### config.mk
export PLATFORM = sky130hd
export DESIGN_NAME = infix_to_postfix_converter
export DESIGN_NICKNAME = d
export VERILOG_FILES = /design/src/hdl/itp_pkg.sv /design/src/hdl/infix_to_postfix_converter.sv /design/src/hdl/itp_cell.sv /design/src/hdl/itp_stack.sv
export SDC_FILE = /design/constraint.sdc
export NUM_CORES = 1
export LEC_CHECK = 0
export BUFFER_PORTS_ARGS = -buffer_cell sky130_fd_sc_hd__buf_2
export CAP_MARGIN = 20
export CELL_PAD_IN_SITES_DETAIL_PLACEMENT = 0
export CELL_PAD_IN_SITES_GLOBAL_PLACEMENT = 1
export CORE_MARGIN = 10
export CORE_UTILIZATION = 45
export DETAILED_ROUTE_END_ITERATION = 16
export GPL_TIMING_DRIVEN = 0
export PLACE_DENSITY_LB_ADDON = 0.3
export SYNTH_ARGS = -nofsm -noshare
export SYNTH_HDL_FRONTEND = slang
export SYNTH_HIERARCHICAL = 1
export SYNTH_SLANG_ARGS = --single-unit
### constraint.sdc
create_clock -name i_clk -period 11.2 [get_ports i_clk]
set_input_delay 0 -clock i_clk [delete_from_list [all_inputs] [get_ports i_clk]]
set_output_delay 0 -clock i_clk [all_outputs]
set_load 0.01 [all_outputs]
### src/hdl/itp_pkg.sv
package itp_pkg;

    localparam int CHAR_W = 8;

    localparam logic [CHAR_W-1:0] CH_OPEN  = 8'h28;
    localparam logic [CHAR_W-1:0] CH_CLOSE = 8'h29;
    localparam logic [CHAR_W-1:0] CH_MUL   = 8'h2A;
    localparam logic [CHAR_W-1:0] CH_ADD   = 8'h2B;
    localparam logic [CHAR_W-1:0] CH_SUB   = 8'h2D;
    localparam logic [CHAR_W-1:0] CH_DIV   = 8'h2F;
    localparam logic [CHAR_W-1:0] CH_POW   = 8'h5E;

    localparam logic [1:0] ERR_NONE     = 2'd0;
    localparam logic [1:0] ERR_OVERFLOW = 2'd1;
    localparam logic [1:0] ERR_UNMATCH  = 2'd2;

    typedef logic [1:0] t_stk_op;

    localparam t_stk_op STK_HOLD = 2'd0;
    localparam t_stk_op STK_PUSH = 2'd1;
    localparam t_stk_op STK_POP  = 2'd2;

    typedef struct packed {
        t_stk_op           op;
        logic [CHAR_W-1:0] data;
    } t_stk_cmd;

    typedef struct packed {
        logic [CHAR_W-1:0] top;
        logic              empty;
        logic              full;
    } t_stk_stat;

    function automatic logic [1:0] f_prec(input logic [CHAR_W-1:0] c);
        logic [1:0] p;
        p = 2'd0;
        if (c == CH_ADD || c == CH_SUB) begin
            p = 2'd1;
        end else if (c == CH_MUL || c == CH_DIV) begin
            p = 2'd2;
        end else if (c == CH_POW) begin
            p = 2'd3;
        end
        return p;
    endfunction

endpackage

### src/hdl/infix_to_postfix_converter.sv
// Converts an infix expression, one ASCII character per input transaction, into postfix
// characters on the output stream. The operator stack is a row of STACK_DEPTH cells whose
// top always sits in the first cell, so a push or pop shifts every cell by one place, all
// cells at once. Input transactions are taken one at a time: an item occupies the block
// through its own step, a step for each operator popped, at the end of an expression a
// step for each stacked entry being drained plus one more, and a flush of the held output;
// output back-pressure stalls these steps. Each output transaction is held back until the
// next one of the same input item is known, so that the last one of an input item can be
// flagged on tlast. An overflowing push or a close parenthesis with no open one yields a
// character-less transaction carrying an error code in tuser.
module infix_to_postfix_converter
    import itp_pkg::*;
#(
    parameter int STACK_DEPTH = 32
) (
    input  logic        i_clk,
    input  logic        i_rst_n,
    input  logic        i_s_axis_tvalid,
    output logic        o_s_axis_tready,
    input  logic [7:0]  i_s_axis_tdata,   // [7:0] in_char
    input  logic        i_s_axis_tlast,
    output logic        o_m_axis_tvalid,
    input  logic        i_m_axis_tready,
    output logic [7:0]  o_m_axis_tdata,   // [7:0] out_char
    output logic        o_m_axis_tlast,
    output logic [3:0]  o_m_axis_tuser    // [0] has_char, [1] expr_done, [3:2] error_code
);

    localparam logic [1:0] S_IDLE  = 2'd0;
    localparam logic [1:0] S_CHAR  = 2'd1;
    localparam logic [1:0] S_DRAIN = 2'd2;
    localparam logic [1:0] S_FLUSH = 2'd3;

    logic [1:0]        r_state;
    logic [1:0]        n_state;
    logic [CHAR_W-1:0] r_char;
    logic              r_fin;
    logic              r_emitted;

    logic              r_pend_valid;
    logic [CHAR_W-1:0] r_pend_char;
    logic              r_pend_has;
    logic [1:0]        r_pend_err;

    logic              r_o_valid;
    logic [CHAR_W-1:0] r_o_char;
    logic              r_o_has;
    logic              r_o_last;
    logic              r_o_done;
    logic [1:0]        r_o_err;

    t_stk_cmd          w_cmd;
    t_stk_stat         w_stat;

    logic              w_out_free;
    logic              w_accept;
    logic              w_res;
    logic [CHAR_W-1:0] w_res_char;
    logic              w_res_has;
    logic [1:0]        w_res_err;
    logic              w_flush;
    logic [1:0]        w_prec;
    logic              w_pop_op;
    logic [1:0]        w_after;

    itp_stack #(
        .DEPTH (STACK_DEPTH)
    ) u_stack (
        .i_clk   (i_clk),
        .i_rst_n (i_rst_n),
        .i_cmd   (w_cmd),
        .o_stat  (w_stat)
    );

    assign w_out_free = !r_o_valid || i_m_axis_tready;
    assign w_accept   = i_s_axis_tvalid && o_s_axis_tready;
    assign w_prec     = f_prec(r_char);
    assign w_pop_op   = !w_stat.empty && (w_prec <= f_prec(w_stat.top));
    assign w_after    = r_fin ? S_DRAIN : S_FLUSH;

    always_comb begin
        n_state    = r_state;
        w_cmd.op   = STK_HOLD;
        w_cmd.data = r_char;
        w_res      = 1'b0;
        w_res_char = '0;
        w_res_has  = 1'b0;
        w_res_err  = ERR_NONE;
        w_flush    = 1'b0;
        unique case (r_state)
            S_IDLE: begin
                if (w_accept) begin
                    n_state = S_CHAR;
                end
            end
            S_CHAR: begin
                if (w_out_free) begin
                    if (r_char == CH_CLOSE) begin
                        if (!w_stat.empty && w_stat.top != CH_OPEN) begin
                            w_cmd.op   = STK_POP;
                            w_res      = 1'b1;
                            w_res_char = w_stat.top;
                            w_res_has  = 1'b1;
                        end else if (w_stat.empty) begin
                            w_res     = 1'b1;
                            w_res_err = ERR_UNMATCH;
                            n_state   = w_after;
                        end else begin
                            w_cmd.op = STK_POP;
                            n_state  = w_after;
                        end
                    end else if (r_char != CH_OPEN && w_prec == 2'd0) begin
                        w_res      = 1'b1;
                        w_res_char = r_char;
                        w_res_has  = 1'b1;
                        n_state    = w_after;
                    end else if (r_char != CH_OPEN && w_pop_op) begin
                        w_cmd.op   = STK_POP;
                        w_res      = 1'b1;
                        w_res_char = w_stat.top;
                        w_res_has  = 1'b1;
                    end else begin
                        if (!w_stat.full) begin
                            w_cmd.op = STK_PUSH;
                        end else begin
                            w_res     = 1'b1;
                            w_res_err = ERR_OVERFLOW;
                        end
                        n_state = w_after;
                    end
                end
            end
            S_DRAIN: begin
                if (w_out_free) begin
                    if (!w_stat.empty) begin
                        w_cmd.op   = STK_POP;
                        w_res      = 1'b1;
                        w_res_char = w_stat.top;
                        w_res_has  = 1'b1;
                    end else begin
                        w_res   = !r_emitted;
                        n_state = S_FLUSH;
                    end
                end
            end
            S_FLUSH: begin
                if (!r_pend_valid) begin
                    n_state = S_IDLE;
                end else if (w_out_free) begin
                    w_flush = 1'b1;
                    n_state = S_IDLE;
                end
            end
            default: begin
                n_state = S_IDLE;
            end
        endcase
    end

    always_ff @(posedge i_clk) begin
        if (!i_rst_n) begin
            r_state      <= S_IDLE;
            r_emitted    <= 1'b0;
            r_pend_valid <= 1'b0;
            r_o_valid    <= 1'b0;
        end else begin
            r_state <= n_state;
            if (w_accept) begin
                r_emitted <= 1'b0;
            end else if (w_res) begin
                r_emitted <= 1'b1;
            end
            if (w_res) begin
                r_pend_valid <= 1'b1;
            end else if (w_flush) begin
                r_pend_valid <= 1'b0;
            end
            if (w_out_free) begin
                r_o_valid <= (w_res && r_pend_valid) || w_flush;
            end
        end
    end

    always_ff @(posedge i_clk) begin
        if (w_accept) begin
            r_char <= i_s_axis_tdata;
            r_fin  <= i_s_axis_tlast;
        end
        if (w_res) begin
            r_pend_char <= w_res_char;
            r_pend_has  <= w_res_has;
            r_pend_err  <= w_res_err;
        end
        if (w_out_free) begin
            r_o_char <= r_pend_char;
            r_o_has  <= r_pend_has;
            r_o_err  <= r_pend_err;
            r_o_last <= w_flush;
            r_o_done <= w_flush && r_fin;
        end
    end

    assign o_s_axis_tready = (r_state == S_IDLE);
    assign o_m_axis_tvalid = r_o_valid;
    assign o_m_axis_tdata  = r_o_char;
    assign o_m_axis_tlast  = r_o_last;
    assign o_m_axis_tuser  = {r_o_err, r_o_done, r_o_has};

endmodule

### src/hdl/itp_cell.sv
module itp_cell
    import itp_pkg::*;
(
    input  logic              i_clk,
    input  t_stk_op           i_op,
    input  logic [CHAR_W-1:0] i_from_above,
    input  logic [CHAR_W-1:0] i_from_below,
    output logic [CHAR_W-1:0] o_data
);

    logic [CHAR_W-1:0] r_data;
    logic [CHAR_W-1:0] n_data;

    always_comb begin
        unique case (i_op)
            STK_PUSH: n_data = i_from_above;
            STK_POP:  n_data = i_from_below;
            default:  n_data = r_data;
        endcase
    end

    always_ff @(posedge i_clk) begin
        r_data <= n_data;
    end

    assign o_data = r_data;

endmodule

### src/hdl/itp_stack.sv
module itp_stack
    import itp_pkg::*;
#(
    parameter int DEPTH = 32
) (
    input  logic      i_clk,
    input  logic      i_rst_n,
    input  t_stk_cmd  i_cmd,
    output t_stk_stat o_stat
);

    localparam int CNT_W = $clog2(DEPTH + 1);

    logic [CHAR_W-1:0] w_data [DEPTH];
    logic [CNT_W-1:0]  r_count;
    logic [CNT_W-1:0]  n_count;

    genvar g;
    generate
        for (g = 0; g < DEPTH; g++) begin : g_cell
            logic [CHAR_W-1:0] w_above;
            logic [CHAR_W-1:0] w_below;
            if (g == 0) begin : g_head
                assign w_above = i_cmd.data;
            end else begin : g_body
                assign w_above = w_data[g-1];
            end
            if (g == DEPTH - 1) begin : g_tail
                assign w_below = '0;
            end else begin : g_link
                assign w_below = w_data[g+1];
            end
            itp_cell u_cell (
                .i_clk        (i_clk),
                .i_op         (i_cmd.op),
                .i_from_above (w_above),
                .i_from_below (w_below),
                .o_data       (w_data[g])
            );
        end
    endgenerate

    always_comb begin
        unique case (i_cmd.op)
            STK_PUSH: n_count = r_count + CNT_W'(1);
            STK_POP:  n_count = r_count - CNT_W'(1);
            default:  n_count = r_count;
        endcase
    end

    always_ff @(posedge i_clk) begin
        if (!i_rst_n) begin
            r_count <= '0;
        end else begin
            r_count <= n_count;
        end
    end

    assign o_stat.top   = w_data[0];
    assign o_stat.empty = (r_count == '0);
    assign o_stat.full  = (r_count == CNT_W'(DEPTH));

endmodule

==> out/qor_table.md, run 1 <==
| Group | Item | Value |
|---|---|---|
| floorplan | Num ports | 28 |
| placed design | Final HPWL DP | 18.44 mm |
| sta | Final setup violation count | 0 |
| floorplan | Die footprint | 0.04109 mm2 |
| synthesis | Synth Flop Type | sky130_fd_sc_hd__edfxtp_1 |
| placed design | Count of input and output buffers | 27 |
| sta | Worst slew margin relative to its limit | 0.3044 |
| floorplan | Area of the placeable core | 0.03270 mm2 |
| routing | Drc violations | 0 |
| floorplan | Effective utilization at floorplan | 0.4594 |
| sta | Min Tclk post-route | 5276 ps |
| clock tree | Post-CTS Setup Inserts | 0 |
| power and ir drop | Leakage power | 0.006472 uW |
| floorplan | Standard-cell rows | 66 |
| synthesis | Synth Register Bits | 300 |
| synthesis | Synth top area share | 0.5777 |
| routing | Drt pass-1 iters | 5 |
| clock tree | Number of gates given a new drive strength after cts | 0 |
| clock tree | Longest Clk Path Bufs | 3 |
| grt | Top Usage Layer GRT | met2 |
| cells and area | Number of nets at the end of the flow | 1,001 |
| grt | Number of antenna violations at the first check in global routing | 0 |
| placed design | Pre-CTS setup slack | 5891 ps |
| placed design | Final GP Congestion | 0.7637 |
| synthesis | Syn Inst Count | 861 |
| grt | Global-route wire length before repair | 41.83 mm |
| synthesis | Combined area of all synthesized cells | 0.01502 mm2 |
| floorplan | Horiz. Die Dim | 202.7 um |
| critical path | Kind of capture point of the worst setup path | register |
| synthesis | Top cells by area, synth | sky130_fd_sc_hd__edfxtp_1, sky130_fd_sc_hd__mux2_4, sky130_fd_sc_hd__ha_1 |
| sta | Final clock period utilization by the worst path | 0.4711 |
| synthesis | Cell accounting for the most synthesized area | sky130_fd_sc_hd__edfxtp_1 |
| synthesis | Most frequent cell after synthesis | sky130_fd_sc_hd__edfxtp_1 |
| synthesis | Most instantiated cells after synthesis | sky130_fd_sc_hd__edfxtp_1, sky130_fd_sc_hd__mux2_4, sky130_fd_sc_hd__inv_1 |
| cells and area | Area added between synthesis and finish | 13.63% |
| cells and area | Non-filler instance count after layout | 1,413 |
| sta | Max frequency | 189.5 MHz |
| routing | Final wirelength | 26.07 mm |
| routing | DR iter-0 viols | 397 |
| sta | Endpoints failing hold | 0 |
| grt | Total GRT Usage | 0.1265 |
| grt | Maximum number of pins on one net before global-route repair | 23 |
| power and ir drop | Max VDD drop | 0.1337 mV |
| critical path | Critical Path Fanout Max | 18 |
| synthesis | Sequential element share of the synthesized area | 0.5923 |
| synthesis | Yosys warns | 6 |
| clock tree | TritonCTS clock tree | built |
| clock tree | Clock Pin Slew Worst Setup and Hold Paths | 60 ps |
| grt | Met3 usage in global routing | 0.02038 |
| power and ir drop | Pwr Density | 158.1 mW/mm2 |
| sta | Final count of pins violating max slew | 0 |
| hold path | Worst hold path class | input pin to register |
| clock tree | Worst skew pair latency | 510 ps |
| floorplan | Die height | 202.7 um |
| grt | Met2 Track Usage GR | 0.1902 |
| grt | Global-route met1 utilization | 0.1845 |
| synthesis | Synthesized area per cell | 17.45 um2 |
| synthesis | Count of unique library cells instantiated by Yosys | 62 |
| critical path | Setup CP Type | register to register |
| flow run | Max-capacitance violation count | 0 |
| critical path | WP data required | 11,640 ps |
| sta | Worst Tran Pin Value | 1043 ps |
| placed design | Placed Instances | 1,342 |
| cells and area | Fraction of layout instances using a drive strength above 1 | 0.4058 |
| clock tree | Number of clock buffers inserted by TritonCTS | 34 |
| sta | Final WS setup | 5924 ps |
| routing | Vias/cell | 5.006 |
| critical path | Arrival time of the worst setup path | 5710 ps |
| sta | Total Neg Setup Slack | 0 ps |
| cells and area | Number of antenna diodes | 0 |
| synthesis | Number of flops mapped to enable cells by yosys | 289 |
| sta | RSZ-0062 raised after global routing | no |
| grt | Overflow after GRT | 0 |
| clock tree | Clock root buffer | sky130_fd_sc_hd__clkbuf_16 |
| critical path | Element type at the critical path start | register |
| synthesis | Async set-reset flop share out of synthesis | 0 |
| routing | Wire per inst | 18.45 um |
| routing | Post-DRT Antenna Nets | 0 |
| clock tree | Number of sinks handled by clock tree synthesis | 300 |
| run status | Outcome | finished, final reports clean |
| sta | Final Skew | 14.03 ps |
| grt | Vias in the first global route | 7,558 |
| routing | Vias after detailed routing | 7,074 |
| clock tree | Number of H-tree branching levels | 2 |
[cells by family (layout without fill, tap and decap cells)]
kind of cell / Yosys count / after routing / synth area share
compound gates: 54 / 54 / 0.02674
xor+xnor: 5 / 5 / 0.002915
fa+ha+maj: 41 / 41 / 0.03415
buf+inv: 115 / 218 / 0.04830
flops: 300 / 300 / 0.5923
mux: 261 / 261 / 0.2592
other cells: 1 / 8 / 0.0002496
simple gates: 84 / 84 / 0.03615
[flip-flops by register name (all words and copies together) (netlist names), 2 cells and up]
signal	cells
o_m_axis_tdata	8
r_char	8
r_o_err	2
r_pend_char	8
r_pend_err	2
r_state	2
u_stack/g_cell.u_cell/o_data	256
u_stack/r_count	6
[layer usage]
metal	up-vias	wire (um)
met5	-	0
met4	0	484
met3	36	711
met2	82	11580
met1	3535	13290
li1	3421	-
[placed cells by master (no fill, tap or decap), types with 6 or more instances in the layout]
master	count
sky130_fd_sc_hd__nor2_1	9
sky130_fd_sc_hd__buf_2	31
sky130_fd_sc_hd__clkbuf_16	37
sky130_fd_sc_hd__nand3b_1	6
sky130_fd_sc_hd__nand2_1	16
sky130_fd_sc_hd__conb_1	8
sky130_fd_sc_hd__dlygate4sd3_1	11
sky130_fd_sc_hd__nor2b_1	7
sky130_fd_sc_hd__a21oi_1	6
sky130_fd_sc_hd__inv_1	72
sky130_fd_sc_hd__ha_1	41
sky130_fd_sc_hd__edfxtp_1	289
sky130_fd_sc_hd__mux2_4	256
sky130_fd_sc_hd__dfxtp_1	11
sky130_fd_sc_hd__a31oi_1	6
sky130_fd_sc_hd__and2_1	6
sky130_fd_sc_hd__nand3_1	6
sky130_fd_sc_hd__clkbuf_1	11
sky130_fd_sc_hd__buf_6	38
[worst max-delay path, stage by stage, from the launching register on]
cell,delay [ps]
sky130_fd_sc_hd__edfxtp_1,500
sky130_fd_sc_hd__or4b_4,620
sky130_fd_sc_hd__or3_1,320
sky130_fd_sc_hd__a21oi_1,170
sky130_fd_sc_hd__ha_1,260
sky130_fd_sc_hd__nor2b_1,130
sky130_fd_sc_hd__o31ai_1,340
sky130_fd_sc_hd__nand2_1,230
sky130_fd_sc_hd__o21ai_1,180
sky130_fd_sc_hd__nand2_1,110
sky130_fd_sc_hd__a21boi_4,670
sky130_fd_sc_hd__buf_16,230
sky130_fd_sc_hd__ha_1,240
sky130_fd_sc_hd__buf_6,170
sky130_fd_sc_hd__xor2_1,150
sky130_fd_sc_hd__ha_1,210
sky130_fd_sc_hd__a21oi_1,60
sky130_fd_sc_hd__xor2_1,140
sky130_fd_sc_hd__or3_1,300
sky130_fd_sc_hd__a21boi_0,150
[what timing repair did]
| item | 4_1_cts | 5_1_grt |
|---|---|---|
| hold endpoints to repair | 20 | 0 |
| hold buffers | 11 | 0 |
| setup endpoints to repair | 0 | 0 |
[power breakdown]
part	internal (uW)	leakage, uW	switching, uW
clock network	701	0.000555	433
registers	1310	0.00273	35.7
logic	92.4	0.00319	126
[worst paths after layout]
kind / cells past startpoint / slack (ps) / end / startpoint
min reg2reg: 0 / 420 / r_o_has / r_pend_has
max: 19 / 5920 / u_stack/r_count[2] / r_char[4]
min: 2 / 200 / r_char[2] / i_s_axis_tdata[2]
max reg2reg: 19 / 5920 / u_stack/r_count[2] / r_char[4]
[layout make-up]
cell class	instances	area [um2]
Fill cell	2690	15630
Sequential cell	300	8899
Inverter	72	270.3
Tap cell	442	553.0
Multi-Input combinational cell	453	5441
Clock buffer	48	977.2
Clock inverter	12	163.9
Buffer	43	455.4
Timing Repair Buffer	43	311.5
[stage by stage]
step                hold WS [ps]  total power, uW  utilization  instance area, um2
finish                     199.3             2699       0.5220               17070
global route               195.6             2808       0.5220               17070
CTS                        171.0             2735       0.5220               17070
detailed placement         178.3             1589       0.4838               15820
global placement           176.5             1583       0.4813               15740
floorplan                  98.87             1508            -               15050
Note: power is estimated with default switching activity, not from simulation.
==> run 2, diff against run 1 <==
==> constraint.sdc (replaced) <==
create_clock -name i_clk -period 5.2 [get_ports i_clk]
set_input_delay 0 -clock i_clk [delete_from_list [all_inputs] [get_ports i_clk]]
set_output_delay 0 -clock i_clk [all_outputs]
set_load 0.01 [all_outputs]
==> run 2 against run 1 <==
Sequential share of layout area grew 0.073 points. Register-to-register slack lost 5500 ps. Count of clock-buffer cells in the layout shrank 8. Die area is the same. Critical path depth is the same. Clock skew grew 3.7 ps. Critical path type unchanged. Critical endpoint unchanged. Largest power group unchanged.
==> out/qor_table.md, run 2 (same netlist as run 1, synthesis figures left out) <==
| Group | Item | Value | Change |
|---|---|---|---|
| sta | Min Tclk post-route | 4806 ps | -469.7 ps |
| critical path | R2R Path End | u_stack/r_count[2] |  |
| clock tree | Number of sinks handled by clock tree synthesis | 300 | unchanged |
| cells and area | Number of antenna diodes | 0 | unchanged |
| sta | Worst slew margin relative to its limit | 0.3123 | +0.007938 |
| critical path | Timing startpoint of the critical path | r_char[4] |  |
| floorplan | Num ports | 28 | unchanged |
| sta | Final clock period utilization by the worst path | 0.9243 | +0.4532 |
| placed design | Final HPWL DP | 18.32 mm | -0.63% |
| placed design | Pre-CTS setup slack | 132.5 ps | -5759 ps |
| routing | Drc violations | 0 | unchanged |
| sta | RSZ-0062 raised after global routing | no |  |
| critical path | Slowest cell on the critical path | sky130_fd_sc_hd__or4b_4 |  |
| grt | Vias in the first global route | 7,524 | -0.45% |
| routing | Drt pass-1 iters | 5 | unchanged |
| routing | Post-DRT Antenna Nets | 0 | unchanged |
| grt | Number of antenna violations at the first check in global routing | 0 | unchanged |
| flow run | Max-capacitance violation count | 0 | unchanged |
| sta | Endpoints failing hold | 0 | unchanged |
| floorplan | Standard-cell rows | 66 | unchanged |
| cells and area | Number of nets at the end of the flow | 1,005 | +0.40% |
| grt | Maximum number of pins on one net before global-route repair | 27 | +17% |
| cells and area | Area added between synthesis and finish | 13.48% |  |
| critical path | WP data required | 5640 ps | -6000 ps |
| clock tree | TritonCTS clock tree | built |  |
| sta | Worst Tran Pin Value | 1032 ps | -11.91 ps |
| critical path | Cell repeated most along the worst path | sky130_fd_sc_hd__ha_1 |  |
| sta | Final Skew | 17.72 ps | +3.688 ps |
| grt | Global-route wire length before repair | 41.85 mm | about the same |
| critical path | Longest individual stage delay on the worst path | 620 ps | -50 ps |
| clock tree | Clock Pin Slew Worst Setup and Hold Paths | 60 ps | about the same |
| floorplan | Die footprint | 0.04109 mm2 | unchanged |
| hold path | Worst hold path class | input pin to register |  |
| routing | Vias/cell | 5.041 | +0.69% |
| clock tree | Number of H-tree branching levels | 2 | unchanged |
| grt | Overflow after GRT | 0 | unchanged |
| placed design | Count of input and output buffers | 27 | unchanged |
| sta | Max frequency | 208.1 MHz | +9.8% |
| grt | Total GRT Usage | 0.1267 | +0.0001724 |
| power and ir drop | Final total power | 5656 uW | +110% |
| cells and area | Number of flip-flops under the largest register name | 256 | unchanged |
| critical path | Source of the worst register-to-register timing path | r_char[4] |  |
| sta | Final setup violation count | 0 | unchanged |
| clock tree | Worst skew pair latency | 510 ps | about the same |
| critical path | Arrival time of the worst setup path | 5240 ps | -470 ps |
| critical path | Capturing instance or port of the critical path | u_stack/r_count[2] |  |
| grt | Top Usage Layer GRT | met2 |  |
| floorplan | Area of the placeable core | 0.03270 mm2 | unchanged |
| critical path | Depth of the most critical reg-to-reg path | 19 | unchanged |
| routing | Final wirelength | 26.20 mm | +0.49% |
| grt | Met3 usage in global routing | 0.02117 | +0.0007961 |
| floorplan | Effective utilization at floorplan | 0.4594 | unchanged |
| clock tree | Longest Clk Path Bufs | 3 | unchanged |
| routing | DR iter-0 viols | 444 | +12% |
| floorplan | Horiz. Die Dim | 202.7 um | unchanged |
| critical path | Kind of capture point of the worst setup path | register |  |
| cells and area | Leading cell type in the layout, fill and taps excluded | sky130_fd_sc_hd__edfxtp_1 |  |
| critical path | Setup CP Type | register to register |  |
| routing | Wire per inst | 18.47 um | +0.13% |
| placed design | Final GP Congestion | 0.7754 | +1.5% |
| critical path | Critical Path Fanout Max | 26 | +8 |
| sta | Final WS setup | 393.7 ps | -5530 ps |
| power and ir drop | Pwr Density | 331.8 mW/mm2 | +110% |
| floorplan | Die height | 202.7 um | unchanged |
| power and ir drop | Max VDD drop | 0.3138 mV | +130% |
| cells and area | Fraction of layout instances using a drive strength above 1 | 0.4150 | +0.009192 |
| run status | Outcome | finished, final reports clean |  |
| clock tree | Number of clock buffers inserted by TritonCTS | 35 | +2.9% |
| grt | Met2 Track Usage GR | 0.1920 | +0.001786 |
| cells and area | Most frequent cells in the layout | sky130_fd_sc_hd__edfxtp_1, sky130_fd_sc_hd__mux2_4, sky130_fd_sc_hd__inv_1 |  |
| routing | Vias after detailed routing | 7,148 | +1.0% |
| grt | Global-route met1 utilization | 0.1835 | -0.0009150 |
| power and ir drop | Leakage power | 0.006463 uW | -0.14% |
| clock tree | Clock root buffer | sky130_fd_sc_hd__clkbuf_16 |  |
| critical path | Element type at the critical path start | register |  |
| critical path | Worst R2R Setup Slack | 390 ps | -5530 ps |
| sta | Final count of pins violating max slew | 0 | unchanged |
| critical path | Sequence of cells on the critical path | or4b_4 > or3_1 > a21oi_1 > ha_1 > nor2b_1 > o31ai_2 > nand2_1 > o21ai_1 > nand2_1 > a21boi_4 > buf_12 > ha_1 > buf_6 > xor2_1 > ha_1 > a21oi_1 > xor2_1 > or3_1 > a21boi_0 |  |
-- run 2: cell types whose count changed in the layout (fill, tap and decap cells not counted), moves of 3 or more --
cell,change
sky130_fd_sc_hd__clkinv_2,+6
sky130_fd_sc_hd__clkbuf_1,-6
sky130_fd_sc_hd__clkinvlp_4,+3
sky130_fd_sc_hd__bufinv_16,-3
sky130_fd_sc_hd__buf_4,+4
sky130_fd_sc_hd__buf_6,-3
-- run 2: critical path, delay by kind of cell, from the launching register on --
kind                       cells  cell delay [ps]
and+or+nand+nor                6             1710
AOI/OAI and AO/OA              6             1070
adders and majority gates      3              740
DFF                            1              500
buffers and inverters          2              390
xor gates and xnor gates       2              290
-- run 2: what timing repair did --
item                                   4_1_cts  5_1_grt
resized for setup                            0        1
hold buffers                                10        0
setup buffers                                0        5
setup endpoints to repair                    0        2
endpoints found under the hold margin       20        0
-- run 2: cell type report --
class,instances,area (um2)
fillers,2705,15650
flip-flops and latches,300,8899
multi-input cells,453,5453
clock buffers,40,915.9
well taps,442,553.0
plain buffers,43,455.4
repair buffers,46,342.8
inverters,72,270.3
clock inverters,22,158.9
-- run 2: worst min path at each step --
stage / startpoint / end / cells past startpoint
finish: i_s_axis_tvalid / r_state[1] / 3
floorplan: i_s_axis_tdata[0] / r_char[0] / 0
CTS: i_s_axis_tvalid / r_state[1] / 3
global route: i_s_axis_tvalid / r_state[1] / 4
detailed placement: i_s_axis_tdata[2] / r_char[2] / 1
global placement: i_s_axis_tdata[5] / r_char[5] / 1
-- run 2: stage by stage --
step | hold WS [ps] | TNS [ps] | cell area (um2) | util | instances
finish | 13.31 | 0 | 17050 | 0.5213 | 1418
global route | 60.88 | 0 | 17050 | 0.5213 | 1418
CTS | 3.622 | 0 | 16990 | 0.5195 | 1412
detailed placement | 178.2 | 0 | 15810 | 0.4835 | 1340
global placement | 177.0 | -330450 | 15750 | 0.4815 | 1337
floorplan | 98.87 | 0 | 15060 | - | 868
-- run 2: routing by layer --
metal  part of all wire  up-vias
li1                   -     3427
met1               0.50     3576
met2               0.45      111
met3              0.029       34
met4              0.017        0
met5                  0        -
-- run 2: power breakdown --
part	leakage, uW	total [uW]	internal, uW	switching, uW
clock	0.000524	2280	1320	957
combinational	0.00321	472	199	273
sequential	0.00273	2900	2830	78.3
